[src/rtl/nffa_pkg.sv]
`default_nettype none

package nffa_pkg;

   // item kinds
   localparam logic ACT_WRITE = 1'b0;
   localparam logic ACT_QUERY = 1'b1;

   // result status codes
   localparam logic [1:0] ST_FOUND     = 2'd0;
   localparam logic [1:0] ST_EMPTY     = 2'd1;
   localparam logic [1:0] ST_NO_ANCHOR = 2'd2;

   // register indexes (byte address is 4 * index)
   localparam logic [1:0] REG_ENTRY_COUNT = 2'd0;
   localparam logic [1:0] REG_ANCHOR_FLOOR = 2'd1;
   localparam logic [1:0] REG_ANCHOR_ALT = 2'd2;

   localparam int ADDR_W = 4;
   localparam int DATA_W = 32;

   // datapath widths: offsets grow one bit per add
   localparam int MEAS_OFF_W = 33;
   localparam int BASE_W     = 34;
   localparam int ALU_W      = 35;
   localparam int MAG_W      = 34;

   typedef struct packed {
      logic               action;
      logic [3:0]         entry_index;
      logic signed [7:0]  entry_floor;
      logic signed [31:0] entry_height;
      logic signed [31:0] measured_altitude;
   } req_type;

   typedef struct packed {
      logic [1:0]        status;
      logic signed [7:0] floor_number;
   } rsp_type;

   typedef struct packed {
      logic signed [7:0]  floor_id;
      logic signed [31:0] height;
   } entry_type;

   typedef struct packed {
      logic [4:0]         entry_count;
      logic signed [7:0]  anchor_floor;
      logic signed [31:0] anchor_altitude;
   } cfg_type;

   typedef enum logic {
      ALU_ADD,
      ALU_SUB
   } alu_op_type;

   typedef struct packed {
      alu_op_type              op;
      logic signed [ALU_W-1:0] a;
      logic signed [ALU_W-1:0] b;
   } alu_cmd_type;

   typedef enum logic [1:0] {
      S_IDLE,
      S_SCAN,
      S_BASE,
      S_SEARCH
   } state_type;

endpackage

`default_nettype wire

[src/rtl/nffa_alu.sv]
`default_nettype none

// shared add / subtract unit
module nffa_alu import nffa_pkg::*; (
   input  alu_cmd_type             cmd,
   output logic signed [ALU_W-1:0] result
);

   always_comb begin
      unique case (cmd.op)
         ALU_ADD: result = cmd.a + cmd.b;
         ALU_SUB: result = cmd.a - cmd.b;
      endcase
   end

endmodule

`default_nettype wire

[src/rtl/nffa_table.sv]
`default_nettype none

// floor table, one write and one registered read port
module nffa_table import nffa_pkg::*; #(
   parameter int MAX_FLOORS = 16,
   localparam int IDX_W = (MAX_FLOORS > 1) ? $clog2(MAX_FLOORS) : 1
) (
   input  logic             clock,
   input  logic             wr_en,
   input  logic [IDX_W-1:0] wr_addr,
   input  entry_type        wr_data,
   input  logic [IDX_W-1:0] rd_addr,
   output entry_type        rd_data
);

   entry_type mem [0:MAX_FLOORS-1];
   entry_type rd_data_ff;

   always_ff @(posedge clock) begin
      if (wr_en) begin
         mem[wr_addr] <= wr_data;
      end
      rd_data_ff <= mem[rd_addr];
   end

   assign rd_data = rd_data_ff;

endmodule

`default_nettype wire

[src/rtl/nffa_csr.sv]
`default_nettype none

// configuration registers on the apb-style port
module nffa_csr import nffa_pkg::*; (
   input  logic              clock,
   input  logic              reset,
   input  logic              psel,
   input  logic              penable,
   input  logic              pwrite,
   input  logic [ADDR_W-1:0] paddr,
   input  logic [DATA_W-1:0] pwdata,
   output logic [DATA_W-1:0] prdata,
   output logic              pready,
   output cfg_type           cfg
);

   cfg_type    cfg_ff;
   cfg_type    cfg_in;
   logic       wr_word;
   logic [1:0] reg_idx;

   assign pready  = 1'b1;
   assign reg_idx = paddr[3:2];
   assign wr_word = psel && penable && pwrite;

   always_comb begin
      cfg_in = cfg_ff;
      if (wr_word) begin
         unique case (reg_idx)
            REG_ENTRY_COUNT:  cfg_in.entry_count     = pwdata[4:0];
            REG_ANCHOR_FLOOR: cfg_in.anchor_floor    = pwdata[7:0];
            REG_ANCHOR_ALT:   cfg_in.anchor_altitude = pwdata[31:0];
            default:          cfg_in = cfg_ff;
         endcase
      end
   end

   always_ff @(posedge clock) begin
      if (reset) begin
         cfg_ff <= '0;
      end else begin
         cfg_ff <= cfg_in;
      end
   end

   always_comb begin
      unique case (reg_idx)
         REG_ENTRY_COUNT:  prdata = {27'd0, cfg_ff.entry_count};
         REG_ANCHOR_FLOOR: prdata = {{24{cfg_ff.anchor_floor[7]}}, cfg_ff.anchor_floor};
         REG_ANCHOR_ALT:   prdata = cfg_ff.anchor_altitude;
         default:          prdata = '0;
      endcase
   end

   assign cfg = cfg_ff;

endmodule

`default_nettype wire

[src/rtl/nffa_ctrl.sv]
`default_nettype none

// sequencer: anchor scan, base setup, nearest search
module nffa_ctrl import nffa_pkg::*; #(
   parameter int MAX_FLOORS = 16,
   localparam int IDX_W = (MAX_FLOORS > 1) ? $clog2(MAX_FLOORS) : 1,
   localparam int CNT_W = $clog2(MAX_FLOORS + 1)
) (
   input  logic                    clock,
   input  logic                    reset,
   input  logic                    start,
   output logic                    busy,
   input  req_type                 req_item,
   input  cfg_type                 cfg,
   output logic                    wr_en,
   output logic [IDX_W-1:0]        wr_addr,
   output entry_type               wr_data,
   output logic [IDX_W-1:0]        rd_addr,
   input  entry_type               rd_data,
   output alu_cmd_type             alu_cmd,
   input  logic signed [ALU_W-1:0] alu_result,
   output logic                    rsp_valid,
   output rsp_type                 rsp_item
);

   state_type state_ff, state_in;

   logic [CNT_W-1:0] ptr_ff, ptr_in;
   logic             rd_vld_ff, rd_vld_in;
   logic [IDX_W-1:0] rd_idx_ff, rd_idx_in;

   logic signed [31:0]         meas_ff, meas_in;
   logic signed [MEAS_OFF_W-1:0] meas_off_ff, meas_off_in;
   logic signed [31:0]         anchor_h_ff, anchor_h_in;
   logic signed [BASE_W-1:0]   base_ff, base_in;

   logic                    e_vld_ff, e_vld_in;
   logic [IDX_W-1:0]        e_idx_ff, e_idx_in;
   logic signed [7:0]       e_floor_ff, e_floor_in;
   logic signed [ALU_W-1:0] e_diff_ff, e_diff_in;

   logic [MAG_W-1:0]  best_mag_ff, best_mag_in;
   logic signed [7:0] best_floor_ff, best_floor_in;

   logic    rsp_valid_ff, rsp_valid_in;
   rsp_type rsp_item_ff, rsp_item_in;

   logic                    accept;
   logic                    query_acc;
   logic [CNT_W-1:0]        count_lim;
   logic [CNT_W-1:0]        last_idx;
   logic                    match;
   logic                    last_rd;
   logic                    last_e;
   logic                    more;
   logic signed [ALU_W-1:0] neg_diff;
   logic [MAG_W-1:0]        mag;
   logic                    take;
   logic [IDX_W+3:0]        idx_wide;

   assign busy      = (state_ff != S_IDLE);
   assign accept    = start && !busy;
   assign query_acc = accept && (req_item.action == ACT_QUERY);

   // saturate the entry count at the table depth
   assign count_lim = ({27'd0, cfg.entry_count} > 32'(MAX_FLOORS)) ?
                      CNT_W'(MAX_FLOORS) : CNT_W'(cfg.entry_count);
   assign last_idx  = count_lim - CNT_W'(1);
   assign more      = (ptr_ff < count_lim);

   assign match   = rd_vld_ff && (rd_data.floor_id == cfg.anchor_floor);
   assign last_rd = rd_vld_ff && (CNT_W'(rd_idx_ff) == last_idx);
   assign last_e  = e_vld_ff && (CNT_W'(e_idx_ff) == last_idx);

   // table writes straight from the accepted word
   assign idx_wide = {{IDX_W{1'b0}}, req_item.entry_index};
   assign wr_en    = accept && (req_item.action == ACT_WRITE) &&
                     ({28'd0, req_item.entry_index} < 32'(MAX_FLOORS));
   assign wr_addr  = idx_wide[IDX_W-1:0];
   assign wr_data  = {req_item.entry_floor, req_item.entry_height};
   assign rd_addr  = ptr_ff[IDX_W-1:0];

   // magnitude of the registered difference
   assign neg_diff = -e_diff_ff;
   assign mag      = e_diff_ff[ALU_W-1] ? neg_diff[MAG_W-1:0] : e_diff_ff[MAG_W-1:0];
   assign take     = e_vld_ff && ((e_idx_ff == '0) || (mag < best_mag_ff));

   always_comb begin
      state_in = state_ff;
      unique case (state_ff)
         S_IDLE: begin
            if (query_acc && (count_lim != '0)) begin
               state_in = S_SCAN;
            end
         end
         S_SCAN: begin
            if (match) begin
               state_in = S_BASE;
            end else if (last_rd) begin
               state_in = S_IDLE;
            end
         end
         S_BASE: begin
            state_in = S_SEARCH;
         end
         S_SEARCH: begin
            if (last_e) begin
               state_in = S_IDLE;
            end
         end
         default: state_in = S_IDLE;
      endcase
   end

   always_comb begin
      ptr_in        = ptr_ff;
      rd_vld_in     = 1'b0;
      rd_idx_in     = ptr_ff[IDX_W-1:0];
      meas_in       = query_acc ? req_item.measured_altitude : meas_ff;
      meas_off_in   = meas_off_ff;
      anchor_h_in   = anchor_h_ff;
      base_in       = base_ff;
      e_vld_in      = 1'b0;
      e_idx_in      = rd_idx_ff;
      e_floor_in    = rd_data.floor_id;
      e_diff_in     = alu_result;
      best_mag_in   = take ? mag : best_mag_ff;
      best_floor_in = take ? e_floor_ff : best_floor_ff;
      rsp_valid_in  = 1'b0;
      rsp_item_in   = rsp_item_ff;
      alu_cmd.op    = ALU_SUB;
      alu_cmd.a     = ALU_W'(meas_ff);
      alu_cmd.b     = ALU_W'(cfg.anchor_altitude);

      unique case (state_ff)
         S_IDLE: begin
            ptr_in = '0;
            if (query_acc && (count_lim == '0)) begin
               rsp_valid_in             = 1'b1;
               rsp_item_in.status       = ST_EMPTY;
               rsp_item_in.floor_number = '0;
            end
         end
         S_SCAN: begin
            // alu forms measured offset while the table streams by
            meas_off_in = alu_result[MEAS_OFF_W-1:0];
            if (more) begin
               ptr_in    = ptr_ff + CNT_W'(1);
               rd_vld_in = 1'b1;
            end
            if (match) begin
               anchor_h_in = rd_data.height;
            end else if (last_rd) begin
               rsp_valid_in             = 1'b1;
               rsp_item_in.status       = ST_NO_ANCHOR;
               rsp_item_in.floor_number = '0;
            end
         end
         S_BASE: begin
            // base = anchor height + measured offset
            ptr_in    = '0;
            alu_cmd.op = ALU_ADD;
            alu_cmd.a  = ALU_W'(anchor_h_ff);
            alu_cmd.b  = ALU_W'(meas_off_ff);
            base_in    = alu_result[BASE_W-1:0];
         end
         S_SEARCH: begin
            alu_cmd.op = ALU_SUB;
            alu_cmd.a  = ALU_W'(rd_data.height);
            alu_cmd.b  = ALU_W'(base_ff);
            e_vld_in   = rd_vld_ff;
            if (more) begin
               ptr_in    = ptr_ff + CNT_W'(1);
               rd_vld_in = 1'b1;
            end
            if (last_e) begin
               rsp_valid_in             = 1'b1;
               rsp_item_in.status       = ST_FOUND;
               rsp_item_in.floor_number = take ? e_floor_ff : best_floor_ff;
            end
         end
         default: begin
            ptr_in = '0;
         end
      endcase
   end

   always_ff @(posedge clock) begin
      if (reset) begin
         state_ff     <= S_IDLE;
         ptr_ff       <= '0;
         rd_vld_ff    <= 1'b0;
         e_vld_ff     <= 1'b0;
         rsp_valid_ff <= 1'b0;
      end else begin
         state_ff     <= state_in;
         ptr_ff       <= ptr_in;
         rd_vld_ff    <= rd_vld_in;
         e_vld_ff     <= e_vld_in;
         rsp_valid_ff <= rsp_valid_in;
      end
   end

   always_ff @(posedge clock) begin
      rd_idx_ff     <= rd_idx_in;
      meas_ff       <= meas_in;
      meas_off_ff   <= meas_off_in;
      anchor_h_ff   <= anchor_h_in;
      base_ff       <= base_in;
      e_idx_ff      <= e_idx_in;
      e_floor_ff    <= e_floor_in;
      e_diff_ff     <= e_diff_in;
      best_mag_ff   <= best_mag_in;
      best_floor_ff <= best_floor_in;
      rsp_item_ff   <= rsp_item_in;
   end

   assign rsp_valid = rsp_valid_ff;
   assign rsp_item  = rsp_item_ff;

endmodule

`default_nettype wire

[src/rtl/nearest_floor_from_altitude_unit.sv]
// nearest floor from altitude. a word with action write stores {floor, height}
// in the table slot entry_index in the accept cycle (busy stays low, no
// result; slots at or beyond MAX_FLOORS are dropped). a query word finds the
// first entry in use whose floor equals anchor_floor, then returns the floor
// whose height offset from that anchor best matches measured_altitude minus
// anchor_altitude (least absolute difference, ties keep the lower index).
// busy is high while a query runs. the entries in use are the first entry_count
// slots, saturated at MAX_FLOORS. an empty table answers in the cycle after
// accept, and a query with no anchor ends after the first pass. a query makes
// two passes over the single read port of the table, one entry per cycle, plus
// a setup step on the shared adder. each result shows on rsp_item for exactly
// one cycle with rsp_valid; there is no backpressure, so the receiver must
// take it then. configuration writes only while idle.

`default_nettype none

module nearest_floor_from_altitude_unit import nffa_pkg::*; #(
   parameter int MAX_FLOORS = 16
) (
   input  logic              clock,
   input  logic              reset,

   // command channel
   input  logic              start,
   output logic              busy,
   input  req_type           req_item,

   // result channel
   output logic              rsp_valid,
   output rsp_type           rsp_item,

   // configuration port
   input  logic              psel,
   input  logic              penable,
   input  logic              pwrite,
   input  logic [ADDR_W-1:0] paddr,
   input  logic [DATA_W-1:0] pwdata,
   output logic [DATA_W-1:0] prdata,
   output logic              pready
);

   localparam int IDX_W = (MAX_FLOORS > 1) ? $clog2(MAX_FLOORS) : 1;

   cfg_type                 cfg;
   logic                    wr_en;
   logic [IDX_W-1:0]        wr_addr;
   entry_type               wr_data;
   logic [IDX_W-1:0]        rd_addr;
   entry_type               rd_data;
   alu_cmd_type             alu_cmd;
   logic signed [ALU_W-1:0] alu_result;

   // register file: entry_count, anchor_floor, anchor_altitude
   nffa_csr u_csr (
      .clock   (clock),
      .reset   (reset),
      .psel    (psel),
      .penable (penable),
      .pwrite  (pwrite),
      .paddr   (paddr),
      .pwdata  (pwdata),
      .prdata  (prdata),
      .pready  (pready),
      .cfg     (cfg)
   );

   // table memory, read data registered
   nffa_table #(
      .MAX_FLOORS (MAX_FLOORS)
   ) u_table (
      .clock   (clock),
      .wr_en   (wr_en),
      .wr_addr (wr_addr),
      .wr_data (wr_data),
      .rd_addr (rd_addr),
      .rd_data (rd_data)
   );

   // one 35-bit adder shared by offset, base and per-entry difference
   nffa_alu u_alu (
      .cmd    (alu_cmd),
      .result (alu_result)
   );

   // sequencer: scan for anchor, form base, then search for the nearest entry
   nffa_ctrl #(
      .MAX_FLOORS (MAX_FLOORS)
   ) u_ctrl (
      .clock      (clock),
      .reset      (reset),
      .start      (start),
      .busy       (busy),
      .req_item   (req_item),
      .cfg        (cfg),
      .wr_en      (wr_en),
      .wr_addr    (wr_addr),
      .wr_data    (wr_data),
      .rd_addr    (rd_addr),
      .rd_data    (rd_data),
      .alu_cmd    (alu_cmd),
      .alu_result (alu_result),
      .rsp_valid  (rsp_valid),
      .rsp_item   (rsp_item)
   );

   // a result only leaves as the sequencer returns to idle
   a_rsp_idle: assert property (@(posedge clock) disable iff (reset)
      rsp_valid |-> !busy)
      else $error("result strobe while busy");

   // failed lookups report floor zero
   a_zero_floor: assert property (@(posedge clock) disable iff (reset)
      (rsp_valid && (rsp_item.status != ST_FOUND)) |-> (rsp_item.floor_number == '0))
      else $error("nonzero floor on failed lookup");

   a_status_code: assert property (@(posedge clock) disable iff (reset)
      rsp_valid |-> ((rsp_item.status == ST_FOUND) || (rsp_item.status == ST_EMPTY) ||
                     (rsp_item.status == ST_NO_ANCHOR)))
      else $error("illegal status code");

   // a table write never produces a result
   a_write_silent: assert property (@(posedge clock) disable iff (reset)
      (start && !busy && (req_item.action == ACT_WRITE)) |=> !rsp_valid)
      else $error("result after table write");

endmodule

`default_nettype wire

[config.mk]
export PLATFORM = sky130hd
export DESIGN_NAME = nearest_floor_from_altitude_unit
export DESIGN_NICKNAME = d
export VERILOG_FILES = /design/src/rtl/nffa_pkg.sv /design/src/rtl/nffa_alu.sv /design/src/rtl/nffa_table.sv /design/src/rtl/nffa_csr.sv /design/src/rtl/nffa_ctrl.sv /design/src/rtl/nearest_floor_from_altitude_unit.sv
export SDC_FILE = /design/constraint.sdc
export NUM_CORES = 1
export LEC_CHECK = 0
export ABC_AREA = 1
export BUFFER_PORTS_ARGS = -buffer_cell sky130_fd_sc_hd__buf_2
export CORE_UTILIZATION = 60
export CTS_CLUSTER_DIAMETER = 150
export DETAILED_ROUTE_END_ITERATION = 8
export GPL_TIMING_DRIVEN = 0
export PLACE_DENSITY = 0.75
export SLEW_MARGIN = 5
export SYNTH_ARGS = -nofsm -noshare
export SYNTH_HDL_FRONTEND = slang
export SYNTH_SLANG_ARGS = --single-unit
[constraint.sdc]
create_clock -name clock -period 12.4 [get_ports clock]
set_input_delay 1.24 -clock clock [delete_from_list [all_inputs] [get_ports clock]]
set_output_delay 1.24 -clock clock [all_outputs]
set_load 0.05 [all_outputs]
==> After elaboration in Yosys (flattened, before gate mapping) <==
Memories as Yosys holds them, arrays and structs flattened. A register that Yosys moved wholly into a read port is not among the register bits.
Cells that the tools add are included.
{ "word_totals": {"ff_bits": 289, "ram_bits": 640, "in_bits": 119, "elab_cells": 104, "memories": 1} }
{ "mem_list": {"columns": ["memory", "depth", "width", "rd", "rd_ports_with_merged_regs", "wr", "line", "text"], "rows": [
  ["u_table.mem", 16, 40, 1, 1, 1, "nffa_table.sv:16", "entry_type mem [0:MAX_FLOORS-1];"]
]} }
{ "classes": {"addsub": 5, "order_cmp": 3, "eq_ne": 15, "muxes": 26, "n_bitwise": 4, "reduce_logical": 30} }
{ "op_table": {"columns": ["operator", "n"], "rows": [
  ["71-bit case mux with 2 select lines", 1],
  ["32-bit case mux with 3 select lines", 1],
  ["35-bit case mux with 2 select lines", 1],
  ["10-bit two-way mux", 4],
  ["35-bit adder", 1],
  ["35-bit subtractor", 1],
  ["34-bit < comparator", 1],
  ["34-bit two-way mux", 1],
  ["34-bit negation", 1],
  ["10-bit case mux with 3 select lines", 1],
  ["1-bit logical AND", 11],
  ["4-bit by 5-bit == test with 1-bit output", 2],
  ["5-bit two-way mux", 2],
  ["2-bit by 1-bit != test with 1-bit output (second input constant)", 5],
  ["5-bit case mux with 2 select lines", 1],
  ["8-bit == test", 1],
  ["2-bit two-way mux", 4],
  ["8-bit two-way mux", 1],
  ["2-bit case mux with 4 select lines", 1],
  ["2-bit AND reduction", 4],
  ["2-bit OR reduction", 4],
  ["1-bit two-way mux", 7],
  ["2-bit == test (second input constant)", 3],
  ["5-bit by 1-bit adder with 5-bit output (second input constant)", 1],
  ["18 further kinds", 23]
]} }

==> Longest topological paths before layout <==
{ "depth": {"depth_word": 8, "mapped_depth": 28, "ltp_nobuf": 26} }

==> Cells and area by module <==
A second synthesis with hierarchy kept.
{ "unflattened": {"hier_cells": 4854, "hier_area_um2": 45207.1} }
{ "by_module_without_submodules": {"columns": ["module", "n_inst", "cells_each", "area_per_inst_um2", "seq_area_each_um2"], "rows": [
  ["nffa_table", 1, 2643, 28318.4, 20019.2],
  ["nffa_ctrl", 1, 1141, 11167.0, 6636.4],
  ["nffa_alu", 1, 698, 3475.8, 0.0],
  ["nffa_csr", 1, 372, 2245.9, 900.9]
]} }

==> Worst setup path before layout <==
No wires, ideal clock.
{ "synth_path": {"path_kind": "reg2reg", "start": "register (tool-made name)", "end": "register u_ctrl.anchor_h_ff[0], enable pin", "setup_ps": 502, "arrival_time_ps": 3958, "t_required_ps": 11898, "slack_ps": 7940, "path_stages_with_launch": 5, "synth_period_minus_slack_ps": 4460, "path_cell_list": "dfxtp_1 > buf_6 > buf_2 > buf_1 > nor4_1"} }
{ "synth_lines": {"columns": ["item", "line", "text"], "rows": [
  ["end signal, assigned", "nffa_ctrl.sv:208", "anchor_h_ff <= anchor_h_in;"],
  ["end, declared", "nffa_ctrl.sv:34", "logic signed [31:0] anchor_h_ff, anchor_h_in;"]
]} }

==> Worst setup path after layout <==
{ "layout_path": {"start": "register u_ctrl.e_diff_ff[1]", "end": "register u_ctrl.best_mag_ff[24], enable pin"} }
{ "layout_via": {"elab_chain_len": 5} }
{ "layout_lines": {"columns": ["item", "line", "text"], "rows": [
  ["start, declared", "nffa_ctrl.sv:40", "logic signed [ALU_W-1:0] e_diff_ff, e_diff_in;"],
  ["start signal, assigned", "nffa_ctrl.sv:212", "e_diff_ff <= e_diff_in;"],
  ["34-bit negation", "nffa_ctrl.sv:84", "assign neg_diff = -e_diff_ff;"],
  ["34-bit two-way mux", "nffa_ctrl.sv:85", "assign mag = e_diff_ff[ALU_W-1] ? neg_diff[MAG_W-1:0] : e_diff_ff[MAG_W-1:0];"],
  ["named net u_ctrl.mag[32]", "nffa_ctrl.sv:57", "logic [MAG_W-1:0] mag;"],
  ["34-bit < comparator", "nffa_ctrl.sv:86", "assign take = e_vld_ff && ((e_idx_ff == '0) || (mag < best_mag_ff));"],
  ["1-bit logical OR", "nffa_ctrl.sv:86", null],
  ["1-bit logical AND", "nffa_ctrl.sv:86", null],
  ["end signal, assigned", "nffa_ctrl.sv:213", "best_mag_ff <= best_mag_in;"],
  ["end, declared", "nffa_ctrl.sv:42", "logic [MAG_W-1:0] best_mag_ff, best_mag_in;"]
]} }
The timed path passes the listed nets, and every way through them passes these cells.
A chain may end at the register's enable or synchronous reset.

==> results.cfg <==
[detailed_routing]
viasPerCell = 6.12
vias = 29000
wire_per_inst_um = 23.8
finalWirelength_um = 113000
drtPass1Iterations = 6
drcViolationCount = 0
drt_iter0_drc = 3424
ant_nets = 0

[logic_synthesis]
synth_mux_area_share_pct = 1.62
synth_top_area_share_pct = 59.9
synth.ff_latch_count = 969
async_reset_ff_share_pct = 0
synth_adder_area_share_pct = 2.41
synth_xor_area_share_pct = 2.04
yosysMostFrequentCell = edfxtp_1
synth_fp_nets = 3704
yosys.area_share.simple_pct = 13.3
synthTopCellsByCount = edfxtp_1, nor2_1, nand2_1
synth_edf_count = 815
ys_types = 49
ys_seq_area_share_pct = 67.5
synth_ff_type = edfxtp_1
synth_top_cell_by_area = edfxtp_1
synth_compound_area_share_pct = 9.45
syn_inst = 3507
ys_warn_count = 0
synth_area_per_cell_um2 = 11.6
synth_area_leaders = edfxtp_1, dfxtp_1, nor2_1, nand2_1, o21ai_0
syn-cell-area_um2 = 40800
synth_top_family_by_area = simple AND/OR/NAND/NOR gates

[cts]
cts_tree = done
clock_latency_ns = 0.67
clock_sinks = 969
cts_setup_buffers = 0
cts.clk_slew.worst_paths_ns = 0.07
clock-root-buffer = clkbuf_16
htreeDepth = 3
ctsLongestPathBuffers = 3
cts_buffers = 94
cts_resized = 0
cts_hold_buf = 0

[setup_path]
endpoint_kind = flop
cp-start-kind = flop
worstSetupPathType = flop to flop
reg2reg_slack_ns = 6.93
required_ns = 12.67
cp_max_fo = 34
worstPathArrival_ns = 5.75

[timing]
tightest_slew_ns = 1.09
drv_slew = 0
post-route-min-period_ns = 5.47
rsz0062_at_grt = no
max_freq_ghz = 0.183
tns_ns = 0
clock_skew_ns = 0.0281
slew-limit-headroom_pct = 27.5
min_period_over_period_pct = 44.1
hold_violations = 0
final-setup-viol-count = 0

[min_path]
hold_path_class = flop to flop

[global_routing]
track_usage_pct = 32.6
grt.overflow.total = 0
grt_max_degree = 35
antenna_found_initial = 4
grt_pass1_wl_um = 168000
grt_pass1_vias = 27800

[place]
io_buffers = 160
dp_hpwl_um = 79300
place.gp.congestion = 0.986

[run]
maxCapViolations = 0

[floorplanning]
core_region_area_um2 = 67300
dieArea_um2 = 69100
design.portCount = 164
die_w_um = 263
chipHeight_um = 263
start_util_pct = 60.7
num_rows = 95

[power]
p_leak_nw = 16.9
power_density_nw_per_um2 = 150
vdd_ir_drop_max_uv = 153

[finish]
utilization_pct = 69.1
drive_gt1_share_pct = 11.2
syn2layout_area_growth_pct = 13.8
fin_nets = 3985

[run_status]
status = finished clean
-- per-layer routing --
metal  wire (um)  vias up  track usage [%]  share of wire (%)
li1            -    13100                -                  -
met1       43100    13800             42.1                 38
met2       52500     1744             52.8                 47
met3       11600      322             7.07                 10
met4        5710        4             15.9                5.1
met5          18        -                0              0.016
-- where the power goes --
group	internal, mW	total (mW)	switching, mW
clock	1.64	2.86	1.22
sequential	3.60	3.63	0.0331
combinational	0.136	0.455	0.318
total	5.38	6.95	1.58
-- through the flow --
stage	power [mW]	area (um2)	instances	worst slack (ns)	hold WS (ns)
3_5_place_dp	4.15	43300	4565	6.55	0.363
4_1_cts	6.95	46500	4735	6.50	0.372
6_report	6.95	46500	4736	6.93	0.369
3_3_place_gp	4.13	42700	4540	6.02	0.357
5_1_grt	7.12	46500	4736	6.49	0.378
2_1_floorplan	3.96	40800	3507	7.94	0.344
-- worst max-delay path, stage by stage, from the launching register on --
cell and delay (ns):
dfxtp_1 0.38, inv_1 0.12, ha_1 0.20, nand3_1 0.09
nor2_1 0.28, nand4_1 0.17, or2_2 0.34, nor2_1 0.22
nand2_1 0.12, nand2_1 0.12, o21ai_0 0.11, xor2_1 0.25
ha_1 0.27, nand2_1 0.07, nor2_1 0.05, nor2_1 0.08
nand3_1 0.11, a21oi_1 0.24, nand3_1 0.32, nand2_1 0.37
nand2_1 0.43, inv_2 0.70
-- path summary, 6_finish.rpt --
check                      endpoint  cells past startpoint                start
min reg2reg    u_ctrl.e_floor_ff[2]                      0  u_table.rd_data[34]
max reg2reg  u_ctrl.best_mag_ff[24]                     21  u_ctrl.e_diff_ff[1]
max          u_ctrl.best_mag_ff[24]                     21  u_ctrl.e_diff_ff[1]
min            u_ctrl.e_floor_ff[2]                      0  u_table.rd_data[34]
-- cells in the final DEF (no fill, tap or decap), types with 9 or more instances in the layout --
cell         n
a21o_1       9
a21oi_1     91
a31oi_1      9
buf_12      17
buf_2      186
buf_6        9
clkbuf_1   136
clkbuf_16  101
clkinv_1    12
clkinv_2    21
dfxtp_1    154
edfxtp_1   815
ha_1        77
inv_1      189
mux2i_1     66
nand2_1    424
nand3_1    157
nand3b_1    11
nand4_1     19
nor2_1     627
nor2_2      13
nor2_4      20
nor3_1      11
nor4_1      13
o211ai_1    20
o21ai_0    257
o221ai_1    71
o22ai_1     35
o32ai_1     94
xnor2_1     21
xor2_1      74
-- sequential cells by signal, indices dropped and copies added (netlist names), named ones only --
register,count
u_table.mem,640
u_csr.cfg,45
u_table.rd_data,40
u_ctrl.e_diff_ff,35
u_ctrl.base_ff,34
u_ctrl.best_mag_ff,34
u_ctrl.meas_off_ff,33
u_ctrl.anchor_h_ff,32
u_ctrl.meas_ff,32
u_ctrl.rsp_item,10
u_ctrl.best_floor_ff,8
u_ctrl.e_floor_ff,8
u_ctrl.ptr_ff,5
u_ctrl.e_idx_ff,4
u_ctrl.e_idx_in,4
u_ctrl.e_vld_ff,1
u_ctrl.rd_vld_ff,1
u_ctrl.rsp_valid,1
u_ctrl.state_ff,1
-- cell type report --
type                       count  area (um2)
antenna                        1        2.50
inverter                     197         742
tap                          873        1090
timing repair buffer         185        1280
clock buffer                 123        2690
sequential                   969       27600
fill                        4686       20800
buffer                       169         747
multi-input combinational   2172       11900
clock inverter                47         427
-- logic make-up (layout without fill, tap and decap cells) --
family	count (synthesis)	after routing
other	1	2
and+or+nand+nor	1320	1320
xor gates and xnor gates	95	95
DFF	969	969
AOI/OAI and AO/OA	612	612
buffers and inverters	366	721
muxes	66	66
adders and majority gates	78	78
(Power assumes the default switching activity.)
